===== src/sv/dnle_pkg.sv =====
// Shared types and constants for the DNS name label encoder.
// No dependencies; used by every module of the block.
package dnle_pkg;

  localparam int BYTE_W       = 8;
  localparam int STATUS_W     = 2;
  localparam int NAME_COUNT_W = 9;

  localparam logic [NAME_COUNT_W-1:0] NAME_COUNT_TOP = 9'd511;

  localparam logic [BYTE_W-1:0] DOT_CHAR = 8'h2E;
  localparam logic [BYTE_W-1:0] END_CHAR = 8'h00;

  localparam logic [STATUS_W-1:0] STATUS_OK         = 2'd0;
  localparam logic [STATUS_W-1:0] STATUS_NO_DOT     = 2'd1;
  localparam logic [STATUS_W-1:0] STATUS_NAME_LONG  = 2'd2;
  localparam logic [STATUS_W-1:0] STATUS_LABEL_LONG = 2'd3;

  localparam logic CMD_LABEL = 1'b0;
  localparam logic CMD_END   = 1'b1;

  // Work handed from the front to the back.
  typedef struct packed {
    logic                kind;
    logic [BYTE_W-1:0]   len;
    logic [STATUS_W-1:0] status;
  } cmd_t;

  typedef struct packed {
    logic [BYTE_W-1:0]   out_byte;
    logic                end_of_name;
    logic [STATUS_W-1:0] status;
  } result_t;

endpackage


===== src/sv/dnle_front.sv =====
// Front end: accepts characters, tracks label/name counts and errors,
// holds the label store and issues label/end commands. Uses dnle_pkg.
module dnle_front #(
  parameter int LABEL_MAX = 63,
  parameter int NAME_MAX  = 255,
  localparam int AW = (LABEL_MAX > 1) ? $clog2(LABEL_MAX) : 1,
  localparam int CW = $clog2(LABEL_MAX + 1)
) (
  input  logic                        clk,
  input  logic                        rst,
  input  logic                        push,
  input  logic [dnle_pkg::BYTE_W-1:0] char_code,
  output logic                        full,
  output logic                        cmd_push,
  output dnle_pkg::cmd_t              cmd,
  input  logic                        cmd_full,
  input  logic                        label_done,
  input  logic                        rd_en,
  input  logic [AW-1:0]               rd_addr,
  output logic [dnle_pkg::BYTE_W-1:0] rd_data
);

  logic [dnle_pkg::BYTE_W-1:0]       store [LABEL_MAX];
  logic [CW-1:0]                     label_count;
  logic [dnle_pkg::NAME_COUNT_W-1:0] name_count;
  logic                              prev_dot;
  logic                              err_name;
  logic                              err_label;
  logic                              busy;

  logic accept;
  logic is_end;
  logic is_dot;
  logic err_name_upd;
  logic label_full;
  logic emit;
  logic wr_en;

  // Single label store: hold off input while the back drains it.
  assign full   = busy || cmd_full;
  assign accept = push && !full;
  assign is_end = (char_code == dnle_pkg::END_CHAR);
  assign is_dot = (char_code == dnle_pkg::DOT_CHAR);

  assign err_name_upd = err_name ||
                        (name_count >= dnle_pkg::NAME_COUNT_W'(NAME_MAX));
  assign label_full   = (label_count >= CW'(LABEL_MAX));
  assign emit  = accept && is_dot && !err_name_upd && !err_label &&
                 (label_count != '0);
  assign wr_en = accept && !is_end && !is_dot && !label_full;

  assign cmd_push = emit || (accept && is_end);

  always_comb begin
    cmd.kind   = is_end ? dnle_pkg::CMD_END : dnle_pkg::CMD_LABEL;
    cmd.len    = dnle_pkg::BYTE_W'(label_count);
    cmd.status = dnle_pkg::STATUS_OK;
    if ((name_count != '0) && !prev_dot) begin
      cmd.status = dnle_pkg::STATUS_NO_DOT;
    end else if (err_name) begin
      cmd.status = dnle_pkg::STATUS_NAME_LONG;
    end else if (err_label) begin
      cmd.status = dnle_pkg::STATUS_LABEL_LONG;
    end
  end

  always_ff @(posedge clk) begin
    if (wr_en) begin
      store[label_count[AW-1:0]] <= char_code;
    end
    if (rd_en) begin
      rd_data <= store[rd_addr];
    end
  end

  always_ff @(posedge clk) begin
    if (rst) begin
      label_count <= '0;
      name_count  <= '0;
      prev_dot    <= 1'b0;
      err_name    <= 1'b0;
      err_label   <= 1'b0;
      busy        <= 1'b0;
    end else begin
      busy <= (busy && !label_done) || emit;
      if (accept) begin
        if (is_end) begin
          label_count <= '0;
          name_count  <= '0;
          prev_dot    <= 1'b0;
          err_name    <= 1'b0;
          err_label   <= 1'b0;
        end else begin
          err_name <= err_name_upd;
          if (name_count != dnle_pkg::NAME_COUNT_TOP) begin
            name_count <= name_count + 1'b1;
          end
          if (is_dot) begin
            prev_dot    <= 1'b1;
            label_count <= '0;
          end else begin
            prev_dot <= 1'b0;
            if (label_full) begin
              err_label <= 1'b1;
            end else begin
              label_count <= label_count + 1'b1;
            end
          end
        end
      end
    end
  end

  a_no_push_when_full: assert property (@(posedge clk) disable iff (rst)
    cmd_push |-> !cmd_full)
    else $error("command pushed into a full queue");

  a_read_only_when_busy: assert property (@(posedge clk) disable iff (rst)
    rd_en |-> busy)
    else $error("label store read with no label outstanding");

  a_no_write_while_draining: assert property (@(posedge clk) disable iff (rst)
    wr_en |-> !busy)
    else $error("label store written while the back reads it");

endmodule


===== src/sv/dnle_cmd_q.sv =====
// Two-entry command queue between front and back.
// Uses dnle_pkg::cmd_t.
module dnle_cmd_q (
  input  logic           clk,
  input  logic           rst,
  input  logic           wr_en,
  input  dnle_pkg::cmd_t wr_data,
  output logic           q_full,
  input  logic           rd_en,
  output dnle_pkg::cmd_t rd_data,
  output logic           q_valid
);

  dnle_pkg::cmd_t entries [2];
  logic           wptr;
  logic           rptr;
  logic [1:0]     count;

  assign q_full  = (count == 2'd2);
  assign q_valid = (count != 2'd0);
  assign rd_data = entries[rptr];

  always_ff @(posedge clk) begin
    if (wr_en) begin
      entries[wptr] <= wr_data;
    end
  end

  always_ff @(posedge clk) begin
    if (rst) begin
      wptr  <= 1'b0;
      rptr  <= 1'b0;
      count <= 2'd0;
    end else begin
      if (wr_en) begin
        wptr <= ~wptr;
      end
      if (rd_en) begin
        rptr <= ~rptr;
      end
      count <= count + {1'b0, wr_en} - {1'b0, rd_en};
    end
  end

endmodule


===== src/sv/dnle_back.sv =====
// Back end: turns commands into wire bytes, reading the label store,
// through an issue stage and a four-entry result queue. Uses dnle_pkg.
module dnle_back #(
  parameter int AW = 6
) (
  input  logic                          clk,
  input  logic                          rst,
  input  logic                          cmd_valid,
  input  dnle_pkg::cmd_t                cmd,
  output logic                          cmd_pop,
  output logic                          label_done,
  output logic                          rd_en,
  output logic [AW-1:0]                 rd_addr,
  input  logic [dnle_pkg::BYTE_W-1:0]   rd_data,
  input  logic                          pop,
  output logic                          empty,
  output logic [dnle_pkg::BYTE_W-1:0]   out_byte,
  output logic                          end_of_name,
  output logic [dnle_pkg::STATUS_W-1:0] status
);

  localparam logic ST_IDLE = 1'b0;
  localparam logic ST_READ = 1'b1;

  logic                          state;
  logic [AW-1:0]                 idx;
  logic [dnle_pkg::BYTE_W-1:0]   len;

  logic                          s_valid;
  logic                          s_is_mem;
  logic [dnle_pkg::BYTE_W-1:0]   s_byte;
  logic                          s_eon;
  logic [dnle_pkg::STATUS_W-1:0] s_status;

  dnle_pkg::result_t             ofifo [4];
  logic [1:0]                    owptr;
  logic [1:0]                    orptr;
  logic [2:0]                    ocount;

  logic              room;
  logic              last;
  logic              opop;
  dnle_pkg::result_t opush_data;

  // Room counts the item still in the issue stage.
  assign room    = (ocount + {2'b00, s_valid}) < 3'd4;
  assign cmd_pop = (state == ST_IDLE) && cmd_valid && room;
  assign rd_en   = (state == ST_READ) && room;
  assign rd_addr = idx;
  assign last    = (dnle_pkg::BYTE_W'(idx) == (len - 1'b1));
  assign label_done = rd_en && last;

  assign opop  = pop && !empty;
  assign empty = (ocount == 3'd0);

  always_comb begin
    opush_data.out_byte    = s_is_mem ? rd_data : s_byte;
    opush_data.end_of_name = s_eon;
    opush_data.status      = s_status;
  end

  assign out_byte    = ofifo[orptr].out_byte;
  assign end_of_name = ofifo[orptr].end_of_name;
  assign status      = ofifo[orptr].status;

  always_ff @(posedge clk) begin
    s_is_mem <= rd_en;
    s_byte   <= (cmd.kind == dnle_pkg::CMD_END) ? '0 : cmd.len;
    s_eon    <= cmd_pop && (cmd.kind == dnle_pkg::CMD_END);
    s_status <= (cmd_pop && (cmd.kind == dnle_pkg::CMD_END)) ?
                cmd.status : dnle_pkg::STATUS_OK;
    if (s_valid) begin
      ofifo[owptr] <= opush_data;
    end
  end

  always_ff @(posedge clk) begin
    if (rst) begin
      state   <= ST_IDLE;
      idx     <= '0;
      len     <= '0;
      s_valid <= 1'b0;
      owptr   <= '0;
      orptr   <= '0;
      ocount  <= '0;
    end else begin
      s_valid <= cmd_pop || rd_en;
      if (s_valid) begin
        owptr <= owptr + 1'b1;
      end
      if (opop) begin
        orptr <= orptr + 1'b1;
      end
      ocount <= ocount + {2'b00, s_valid} - {2'b00, opop};
      unique case (state)
        ST_IDLE: begin
          if (cmd_pop && (cmd.kind == dnle_pkg::CMD_LABEL)) begin
            state <= ST_READ;
            idx   <= '0;
            len   <= cmd.len;
          end
        end
        ST_READ: begin
          if (rd_en) begin
            if (last) begin
              state <= ST_IDLE;
            end else begin
              idx <= idx + 1'b1;
            end
          end
        end
        default: state <= ST_IDLE;
      endcase
    end
  end

  a_stage_has_room: assert property (@(posedge clk) disable iff (rst)
    s_valid |-> (ocount < 3'd4) || opop)
    else $error("result pushed into a full result queue");

  a_label_nonempty: assert property (@(posedge clk) disable iff (rst)
    (state == ST_READ) |-> (len != '0))
    else $error("draining a label of length zero");

  a_mem_item_not_end: assert property (@(posedge clk) disable iff (rst)
    (s_valid && s_is_mem) |-> !s_eon)
    else $error("label byte marked as end of name");

endmodule


===== src/sv/dns_name_label_encoder_top.sv =====
// DNS name wire encoder. Characters enter one per cycle while full is low; a
// character is stored in the label store, and a dot hands the label to the
// back end, which emits the length byte and the label bytes at one byte per
// cycle while the result queue has room. There is one label store, so input
// is held off (full) from a dot that emits until the last byte of that label
// is read. The zero character yields the terminating zero with its status.
// Results sit in a four-entry queue, so the consumer may stall freely.
// Depends on dnle_pkg, dnle_front, dnle_cmd_q and dnle_back.
module dns_name_label_encoder_top #(
  parameter int LABEL_MAX = 63,
  parameter int NAME_MAX  = 255
) (
  input  logic                          clk,
  input  logic                          rst,
  input  logic                          push,
  output logic                          full,
  input  logic [dnle_pkg::BYTE_W-1:0]   char_code,
  output logic                          empty,
  input  logic                          pop,
  output logic [dnle_pkg::BYTE_W-1:0]   out_byte,
  output logic                          end_of_name,
  output logic [dnle_pkg::STATUS_W-1:0] status
);

  localparam int AW = (LABEL_MAX > 1) ? $clog2(LABEL_MAX) : 1;

  logic                        cmd_push;
  dnle_pkg::cmd_t              cmd_in;
  logic                        cmd_full;
  logic                        cmd_pop;
  dnle_pkg::cmd_t              cmd_out;
  logic                        cmd_valid;
  logic                        label_done;
  logic                        rd_en;
  logic [AW-1:0]               rd_addr;
  logic [dnle_pkg::BYTE_W-1:0] rd_data;

  dnle_front #(
    .LABEL_MAX (LABEL_MAX),
    .NAME_MAX  (NAME_MAX)
  ) u_front (
    .clk        (clk),
    .rst        (rst),
    .push       (push),
    .char_code  (char_code),
    .full       (full),
    .cmd_push   (cmd_push),
    .cmd        (cmd_in),
    .cmd_full   (cmd_full),
    .label_done (label_done),
    .rd_en      (rd_en),
    .rd_addr    (rd_addr),
    .rd_data    (rd_data)
  );

  dnle_cmd_q u_cmd_q (
    .clk     (clk),
    .rst     (rst),
    .wr_en   (cmd_push),
    .wr_data (cmd_in),
    .q_full  (cmd_full),
    .rd_en   (cmd_pop),
    .rd_data (cmd_out),
    .q_valid (cmd_valid)
  );

  dnle_back #(
    .AW (AW)
  ) u_back (
    .clk         (clk),
    .rst         (rst),
    .cmd_valid   (cmd_valid),
    .cmd         (cmd_out),
    .cmd_pop     (cmd_pop),
    .label_done  (label_done),
    .rd_en       (rd_en),
    .rd_addr     (rd_addr),
    .rd_data     (rd_data),
    .pop         (pop),
    .empty       (empty),
    .out_byte    (out_byte),
    .end_of_name (end_of_name),
    .status      (status)
  );

endmodule

===== config.mk =====
export PLATFORM = sky130hd
export DESIGN_NAME = dns_name_label_encoder_top
export DESIGN_NICKNAME = d
export VERILOG_FILES = /design/src/sv/dnle_pkg.sv /design/src/sv/dnle_front.sv /design/src/sv/dnle_cmd_q.sv /design/src/sv/dnle_back.sv /design/src/sv/dns_name_label_encoder_top.sv
export SDC_FILE = /design/constraint.sdc
export NUM_CORES = 1
export LEC_CHECK = 0
export BUFFER_PORTS_ARGS = -buffer_cell sky130_fd_sc_hd__buf_2
export CORE_ASPECT_RATIO = 0.7
export CORE_MARGIN = 3
export CORE_UTILIZATION = 35
export CTS_CLUSTER_SIZE = 20
export DETAILED_ROUTE_END_ITERATION = 7
export PLACE_DENSITY_LB_ADDON = 0.25
export SKIP_CTS_REPAIR_TIMING = 1
export SLEW_MARGIN = 20
export SYNTH_ARGS = -nofsm -noshare
export SYNTH_HDL_FRONTEND = slang
export SYNTH_SLANG_ARGS = --single-unit

===== constraint.sdc =====
create_clock -name clk -period 7.3 [get_ports clk]
set_clock_uncertainty 0.15 [all_clocks]
set_input_delay 2.19 -clock clk [delete_from_list [all_inputs] [get_ports clk]]
set_output_delay 2.19 -clock clk [all_outputs]
set_load 0.1 [all_outputs]

==> summary.txt, run 1 <==
Min path
  – Hold path depth: 2
  – Worst Hold Class: flip-flop to flip-flop

Pwr
  – Sw frac: 26.54%
  – Lkg Pwr: 8.449 nW
  – Part of the power in the clock network: 35.7%
  – Internal: 0.005998 W
  – Combinational Power Share: 12.9%
  – Peak VDD IR: 0.0002382 V
  – Sequential Power Share: 51.4%
  – Sw power: 0.002168 W
  – Total power: 0.008166 W
  – Pwr per Cell Area: 291.9 mW/mm^2

Critical path
  – Kind of critical path: primary input to flip-flop
  – Worst setup EP type: flip-flop
  – WP data required: 7400 ps
  – Slowest cell on the critical path: nor2_1
  – Critical path's top delay family: simple AND/OR/NAND/NOR gates
  – Cell Chain, Critical Path: buf_2, or4_1, a21oi_2, nor4_1, nand3_1, nor2_1
  – Reg2reg path depth: 5
  – Worst Path Arrival: 5080 ps
  – Worst Setup Start Kind: primary input
  – Bufs and invs on worst path: 1
  – Crit path max fanout: 8
  – Max stage delay on crit path: 830 ps
  – Worst path depth: 6

Floorplanning
  – Die span in x: 325.7 microns
  – Num rows: 81
  – I/O pin count: 25
  – Die extent in y: 229.8 microns
  – Die ar.: 0.07484 sq mm
  – Total core area: 0.07034 sq mm
  – Initial core utilization: 35.60%

Yosys
  – Flops & latches, synth: 631
  – Top_reg_cell synth: edfxtp_1
  – Mapped Cells: 1,397
  – Async S/R FF share, synth: 0%
  – EDFF count, synth: 574
  – Distinct cells, synth: 63
  – Syn. warnings: 0
  – Register area share after synthesis: 73.40%
  – Post-Syn Nets: 1,427
  – Syn_area_per_cell: 17.92 sq um
  – Mapped Area: 0.02504 sq mm

Route
  – Total wire length: 62,300 microns
  – Detailed-route DRC error count: 0
  – DRT iter0 DRCs: 1,491
  – Pre-antenna DRT Iters: 5
  – Via/cell ratio: 5.355
  – Vias: 12,990
  – DRT antenna net count: 0
  – Routed wire per std cell: 25.68 microns

Finish
  – Final Util: 39.77%
  – Nets: 1,457
  – Reg area: 0.01839 sq mm
  – Fillers: 6,408
  – Ratio of cells with drive above 1 in the final layout: 19.77%
  – Area of the multi-input gates: 0.006202 sq mm
  – Ant diodes: 0
  – Area Overhead vs Synth: 11.72%

Outcome
  – Status: finished, final reports clean

Placement
  – GP Congestion: 0.8226
  – Buffers on Ports: 24
  – Post-detail-place hpwl: 38,320 microns

Clock network
  – Clock tree from TritonCTS: built
  – CTS H-tree lvls: 2
  – TritonCTS buffer count: 57
  – Clk slew on worst S/H paths: 60 ps
  – CTS sink cnt: 631
  – Longest Clk Path Bufs: 3
  – Worst skew pair latency: 620 ps
  – Root Buffer: clkbuf_16

STA
  – RSZ-0062 raised after global routing: false
  – Fin crit share: 68.13%
  – Fin. max-slew vios: 0
  – Hold Violations, Final: 0
  – Slew @ Worst Pin: 946.8 ps
  – Final Critical Period: 4974 ps
  – Fmax: 201.1 MHz
  – Setup TNS Final: 0 ps
  – Final setup viols: 0
  – Rel. slew slack: 36.88%

Global route
  – Global-route wire length before repair: 91,580 microns
  – Total track usage: 16.63%
  – Vias in the first global route: 12,820
  – Largest net degree at the start of global routing: 89
  – GRT overflow: 0
  – Initial antenna violation count: 1

Job
  – Max-Cap Viols: 0
tightest hold or removal path: stages (launching register included):
cell and delay (ps):
dfxtp_1 310, nand2_1 50, a21oi_1 60
final timing paths:
path,from,to,slack (ps)
worst min register to register,u_front.prev_dot,u_front.prev_dot,320
worst max register to register,u_front.label_count[3],u_front.store[46][6],3400
worst max-delay path,char_code[0],u_front.store[46][6],2330
worst min-delay path,u_front.prev_dot,u_front.prev_dot,320
logic make-up after synthesis:
kind of cell	Yosys count	synth area share, %
compound gates	126	3.603
xor+xnor	20	0.6996
fa+ha+maj	18	0.8995
buf+inv	99	1.859
flops	631	73.40
mux	176	13.48
simple gates	327	6.061
through the flow:
stage	hold WS, ps	setup slack [ps]	std cells	instance area (sq um)
global route	352.1	1987	2426	27970
floorplan	270.2	2460	1397	25040
detailed placement	309.4	1588	2322	26190
CTS	316.7	2248	2426	27970
finish	316.8	2326	2426	27970
global placement	296.8	1668	2322	26190
cell type report:
| class | count | share of cell area [%] |
|---|---|---|
| clock buffer | 75 | 5.564 |
| clock inverter | 29 | 0.8141 |
| inverter | 24 | 0.3220 |
| multi-input combinational | 667 | 22.17 |
| sequential | 631 | 65.73 |
| tap | 954 | 4.267 |
| timing repair buffer | 46 | 1.127 |
synth_stat cells, types with 6 or more instances:
library cell / n / share of area, %
buf_2: 24 / 0.48
nand2_1: 58 / 0.87
buf_6: 6 / 0.27
buf_1: 9 / 0.13
a21oi_1: 22 / 0.44
nand3_1: 22 / 0.44
inv_1: 24 / 0.36
o211ai_1: 9 / 0.27
and2_1: 9 / 0.22
nor2b_1: 10 / 0.25
mux2i_1: 23 / 0.92
mux2_2: 26 / 1.2
ha_1: 18 / 0.90
nor3_1: 25 / 0.50
mux4_2: 126 / 11
xor2_1: 9 / 0.31
clkbuf_1: 31 / 0.46
nand4_1: 12 / 0.30
or3_1: 6 / 0.15
dfxtp_1: 57 / 4.6
edfxtp_1: 574 / 69
a22oi_1: 12 / 0.36
a311oi_1: 8 / 0.28
a22o_1: 6 / 0.21
nor2_1: 143 / 2.1
xnor2_1: 11 / 0.38
a211oi_1: 11 / 0.33
o22ai_1: 8 / 0.20
nor4_1: 7 / 0.17
nand2b_1: 12 / 0.30
o21ai_0: 18 / 0.36
layer usage:
layer / up-vias / track usage (%) / wire, microns
li1: 5612 / - / -
met1: 6735 / 25.72 / 29280
met2: 579 / 22.67 / 25550
met3: 64 / 5.249 / 6435
met4: 2 / 3.512 / 933
met5: - / 0.9591 / 102
registers in the layout (all words and copies together) (netlist names), named ones only:
register and count:
u_cmd_q.count 2, u_front.rd_data 8, u_front.store 504, u_back.s_is_mem 1, u_front.busy 1, u_back.s_byte 6
u_front.prev_dot 1, u_front.err_label 1, u_front.label_count 6, u_back.s_eon 1, u_back.state 1, u_cmd_q.rptr 1
u_back.len 6, u_cmd_q.entries 18, u_back.owptr 2, u_back.rd_addr 6, u_back.ofifo 44, u_back.s_status 2
u_front.name_count 9, u_front.err_name 1, u_back.orptr 2, u_cmd_q.wptr 1, u_back.s_valid 1, u_back.ocount 3
power groups by stage:
stage,registers (W),logic (W),clock network (W)
finish,0.00420,0.00105,0.00292
detailed placement,0.00428,0.00106,0
floorplan,0.00421,0.000838,0
global route,0.00422,0.00113,0.00313
CTS,0.00420,0.00107,0.00297
global placement,0.00427,0.00105,0
cell usage in the layout (no fill, tap or decap), types with 8 or more instances in the layout:
cell and n:
clkinv_1 14, o22ai_1 8, nor3_1 25, clkbuf_16 59
a211oi_1 11, mux2_2 26, and2_1 9, ha_1 18
mux2i_1 23, nor2_1 143, buf_2 22, buf_4 22
nand2_1 58, a22oi_1 12, nand3_1 22, inv_1 24
a311oi_1 8, mux4_2 126, xnor2_1 11, o211ai_1 9
nor2b_1 10, xor2_1 9, a21oi_1 22, dfxtp_1 53
nand4_1 12, o21ai_0 18, nand2b_1 12, clkbuf_1 14
edfxtp_1 574
(Power assumes the default switching activity.)
==> run 2, diff against run 1 <==
- clock period: 7.3 -> 5.2 ns (I/O delays scaled with it)
==> run 2 against run 1 <==
- combinational power is 42% higher
- critical path depth stayed put
- first-iteration DRC count is 4.6% lower
- register-to-register slack worse by 2000 ps
- critical path type unchanged
- largest cell class unchanged
- highest routed layer unchanged
==> summary.txt, run 2 (synthesis results as in run 1) <==
Outcome
  – Status: finished, final reports clean

Floorplanning
  – Die extent in y: 229.8 microns
  – Initial core utilization: 35.60%
  – Total core area: 0.07034 sq mm
  – I/O pin count: 25
  – Num rows: 81
  – Die span in x: 325.7 microns
  – Die ar.: 0.07484 sq mm

Clock network
  – Longest Clk Path Bufs: 3
  – TritonCTS buffer count: 57
  – Worst skew pair latency: 640 ps
  – Clock tree from TritonCTS: built
  – CTS H-tree lvls: 2
  – Root Buffer: clkbuf_16
  – CTS sink cnt: 631
  – Clk slew on worst S/H paths: 60 ps

Placement
  – GP Congestion: 0.8492
  – Worst slack at placement: 178.4 ps
  – Buffers on Ports: 24
  – Placed cell areas: 0.02627 sq mm
  – Post-detail-place hpwl: 37,870 microns

Pwr
  – Sw power: 0.003088 W
  – Peak VDD IR: 0.0003551 V
  – Lkg Pwr: 8.578 nW
  – Combinational Power Share: 12.8%
  – Sw frac: 26.47%
  – Part of the power in the clock network: 36.8%
  – Pwr per Cell Area: 414.2 mW/mm^2
  – Internal: 0.008579 W
  – Sequential Power Share: 50.5%

STA
  – Fin. max-slew vios: 0
  – Slew @ Worst Pin: 1002 ps
  – Fmax: 228.4 MHz
  – Fin crit share: 84.21%
  – Hold Violations, Final: 0
  – Fin Hold WS: 322.5 ps
  – Setup TNS Final: 0 ps
  – Rel. slew slack: 32.36%
  – RSZ-0062 raised after global routing: false
  – Final Critical Period: 4379 ps
  – Min setup slack post-route: 821.1 ps
  – Final setup viols: 0

Global route
  – Initial antenna violation count: 0
  – GRT overflow: 0
  – Total track usage: 16.01%
  – Vias in the first global route: 12,740
  – Global-route wire length before repair: 88,450 microns
  – Largest net degree at the start of global routing: 64

Critical path
  – Worst setup EP type: flip-flop
  – Worst Setup Start Kind: primary input
  – WP data required: 5310 ps
  – Reg2reg setup slack: 1400 ps
  – Kind of critical path: primary input to flip-flop
  – Crit path max fanout: 8
  – Worst Path Arrival: 4480 ps

Min path
  – Worst Hold Class: flip-flop to flip-flop

Finish
  – Final non-filler cell area: 0.02817 sq mm
  – Most common cell after layout, fill and taps aside: edfxtp_1
  – Fillers: 6,331
  – Most frequent cells in the layout: 574 x edfxtp_1, 143 x nor2_1, 126 x mux4_2, 59 x clkbuf_16, 58 x nand2_1
  – Area Overhead vs Synth: 12.49%
  – Ant diodes: 0
  – Ratio of cells with drive above 1 in the final layout: 20.94%
  – Largest register FFs: 504
  – Nets: 1,468

Route
  – Via/cell ratio: 5.296
  – Routed wire per std cell: 24.64 microns
  – Vias: 12,920
  – Total wire length: 60,090 microns
  – Pre-antenna DRT Iters: 5
  – DRT iter0 DRCs: 1,423
  – Detailed-route DRC error count: 0
  – DRT antenna net count: 0

Job
  – Max-Cap Viols: 0
-- run 2: cell types whose count changed in the layout (fill, tap and decap cells not counted) --
| cell | previous run | this run |
|---|---|---|
| inv_6 | 3 | 0 |
| clkbuf_8 | 2 | 3 |
| buf_2 | 22 | 24 |
| inv_16 | 0 | 1 |
| clkinv_2 | 4 | 11 |
| bufinv_16 | 3 | 6 |
| buf_4 | 22 | 31 |
| clkinv_8 | 0 | 1 |
| clkinvlp_4 | 4 | 3 |
| clkinv_1 | 14 | 15 |
| clkbuf_1 | 14 | 6 |
-- run 2: metrics by stage --
stage | total power, W | utilization [%] | instances
2_1_floorplan | 0.007085 | - | 1397
3_3_place_gp | 0.007478 | 37.34 | 2333
3_5_place_dp | 0.007502 | 37.34 | 2333
4_1_cts | 0.01179 | 40.05 | 2439
5_1_grt | 0.01211 | 40.05 | 2439
6_report | 0.01167 | 40.05 | 2439
-- run 2: layout make-up --
type | count | area, sq um | share of cell area (%)
tap | 954 | 1194 | 4.238
sequential | 631 | 18390 | 65.28
timing repair buffer | 57 | 392.9 | 1.395
inverter | 24 | 90.09 | 0.3198
clock buffer | 68 | 1540 | 5.468
multi-input combinational | 667 | 6202 | 22.02
clock inverter | 38 | 359.1 | 1.275
-- run 2: worst paths after layout --
path                               start                   end  depth (start not counted)
setup / recovery            char_code[0]  u_front.store[58][6]                          6
hold / removal          u_front.prev_dot      u_front.prev_dot                          2
setup reg to reg  u_front.label_count[3]  u_front.store[58][6]                          5
hold reg to reg         u_front.prev_dot      u_front.prev_dot                          2
-- run 2: power groups by stage --
stage          Clock, W  Sequential (W)  Combinational [W]
2_1_floorplan         0         0.00591            0.00118
3_3_place_gp          0         0.00600            0.00148
3_5_place_dp          0         0.00600            0.00150
4_1_cts         0.00439         0.00589            0.00150
5_1_grt         0.00461         0.00592            0.00159
6_report        0.00429         0.00589            0.00149
-- run 2: worst max-delay path: stages --
cell     delay [ps]
buf_2           190
or4_1           460
a21oi_2         120
nor4_1          600
nand2_1         690
nor2_1          850
-- run 2: routing by layer --
layer / up-vias / part of all wire, % / GRT usage, %
li1: 5647 / - / -
met1: 6731 / 48 / 25.29
met2: 471 / 42 / 22.05
met3: 66 / 8.0 / 3.740
met4: 2 / 1.6 / 3.681
met5: - / 0.17 / 1.215
==> run 3, diff against run 2 <==
- clock period: 5.2 -> 3.7 ns (I/O delays scaled with it)
==> run 3 against run 2 <==
- clock power is 41% higher
- worst hold slack got worse by 5.5 ps
- cell area increased by 1.4%
- non-clock buffer count up 39
- core utilization increased by 0.54 points
- register-to-register slack lost 800 ps
- clock-buffer cell count rose by 3
- critical endpoint is now out_byte[2]
- sequential share of layout area fell by 0.87 points
- die area unchanged
==> summary.txt, run 3 (synthesis results as in run 1) <==
Clock network
  – TritonCTS buffer count: 57
  – Clock tree from TritonCTS: built
  – Root Buffer: clkbuf_16
  – CTS sink cnt: 631
  – Longest Clk Path Bufs: 3
  – Worst skew pair latency: 610 ps
  – Clk slew on worst S/H paths: 60 ps
  – CTS H-tree lvls: 2

Critical path
  – Worst setup EP type: primary output
  – Kind of critical path: flip-flop to primary output
  – Worst Setup Start Kind: flip-flop
  – Crit path max fanout: 11
  – WP data required: 2440 ps
  – Worst Path Arrival: 2010 ps

Placement
  – Worst slack at placement: -26.78 ps
  – Placed cell areas: 0.02665 sq mm
  – Buffers on Ports: 24
  – GP Congestion: 0.8218
  – Post-detail-place hpwl: 38,970 microns
  – Placed insts: 2,372

Floorplanning
  – Die ar.: 0.07484 sq mm
  – Die extent in y: 229.8 microns
  – Initial core utilization: 35.60%
  – I/O pin count: 25
  – Die span in x: 325.7 microns
  – Total core area: 0.07034 sq mm
  – Num rows: 81

Finish
  – Largest register FFs: 504
  – Ratio of cells with drive above 1 in the final layout: 22.62%
  – Fin cells: 2,475
  – Ant diodes: 0
  – Most common cell after layout, fill and taps aside: edfxtp_1
  – Most frequent cells in the layout: 574 x edfxtp_1, 143 x nor2_1, 126 x mux4_2, 63 x buf_4, 59 x clkbuf_16
  – Nets: 1,507
  – Final Util: 40.59%
  – Final non-filler cell area: 0.02855 sq mm
  – Area Overhead vs Synth: 14.01%

Route
  – Total wire length: 59,860 microns
  – DRT iter0 DRCs: 1,242
  – Routed wire per std cell: 24.19 microns
  – Via/cell ratio: 5.238
  – Detailed-route DRC error count: 0
  – Vias: 12,960
  – Pre-antenna DRT Iters: 6
  – DRT antenna net count: 0

Global route
  – Total track usage: 15.94%
  – Global-route wire length before repair: 89,170 microns
  – Vias in the first global route: 12,870
  – GRT Max-Usage Layer: met1
  – Largest net degree at the start of global routing: 64
  – Met3 Use GR: 4.404%
  – Grt met2 use: 21.60%
  – GRT overflow: 0
  – Initial antenna violation count: 1
  – Grt met1 use: 25.15%

STA
  – Final setup viols: 0
  – Final Critical Period: 3267 ps
  – Hold Violations, Final: 0
  – RSZ-0062 raised after global routing: false
  – Fin. max-slew vios: 0
  – Setup TNS Final: 0 ps
  – Slew @ Worst Pin: 937.4 ps
  – Rel. slew slack: 37.28%
  – Min setup slack post-route: 433.2 ps
  – Fmax: 306.1 MHz
  – Fin crit share: 88.29%

Pwr
  – Peak VDD IR: 0.0005162 V
  – Pwr per Cell Area: 578.0 mW/mm^2
  – Lkg Pwr: 8.798 nW

Job
  – Max-Cap Viols: 0

Outcome
  – Status: finished, final reports clean

Min path
  – Worst Hold Class: flip-flop to flip-flop
[run 3: cell count changes in the layout (fill, tap and decap cells not counted), sizes merged]
| cell | change |
|---|---|
| buf | +39 |
| clkinv | -8 |
| clkbuf | +3 |
| bufinv | +2 |
[run 3: per-layer routing]
| layer | vias up | wire length [microns] |
|---|---|---|
| met5 | - | 126 |
| met4 | 2 | 1063 |
| met3 | 77 | 5209 |
| met2 | 496 | 24660 |
| met1 | 6676 | 28800 |
| li1 | 5712 | - |
[run 3: path summary, 6_finish.rpt]
check                                       start            endpoint  slack (ps)  cells after the start
worst min-delay path             u_front.prev_dot    u_front.prev_dot         320                      2
worst min register to register   u_front.prev_dot    u_front.prev_dot         320                      2
worst max-delay path                    flip-flop         out_byte[2]         430                      3
worst max register to register  u_back.rd_addr[0]  u_front.rd_data[3]         600                      6
[run 3: critical path, stage by stage, from the launching register on]
cell and delay, ps:
dfxtp_1 310, buf_4 240, mux4_2 550, buf_2 310
[run 3: final cells by class]
class	count	area [sq um]
clock buffers	71	1541
repair buffers	96	773.2
multi-input cells	667	6202
well taps	954	1194
inverters	24	90.09
fillers	6322	41790
flip-flops and latches	631	18390
clock inverters	32	357.8
[run 3: through the flow]
stage / total power, W / hold slack (ps)
after floorplan: 0.009958 / 270.2
after global placement: 0.01062 / 303.6
after detailed placement: 0.01064 / 300.7
after CTS: 0.01666 / 317.0
after global routing: 0.01715 / 331.1
final: 0.01650 / 316.9
[run 3: power breakdown]
group          total, W  internal, W  switching (W)
combinational   0.00222     0.000674        0.00154
sequential      0.00824      0.00806       0.000185
clock           0.00604      0.00349        0.00254
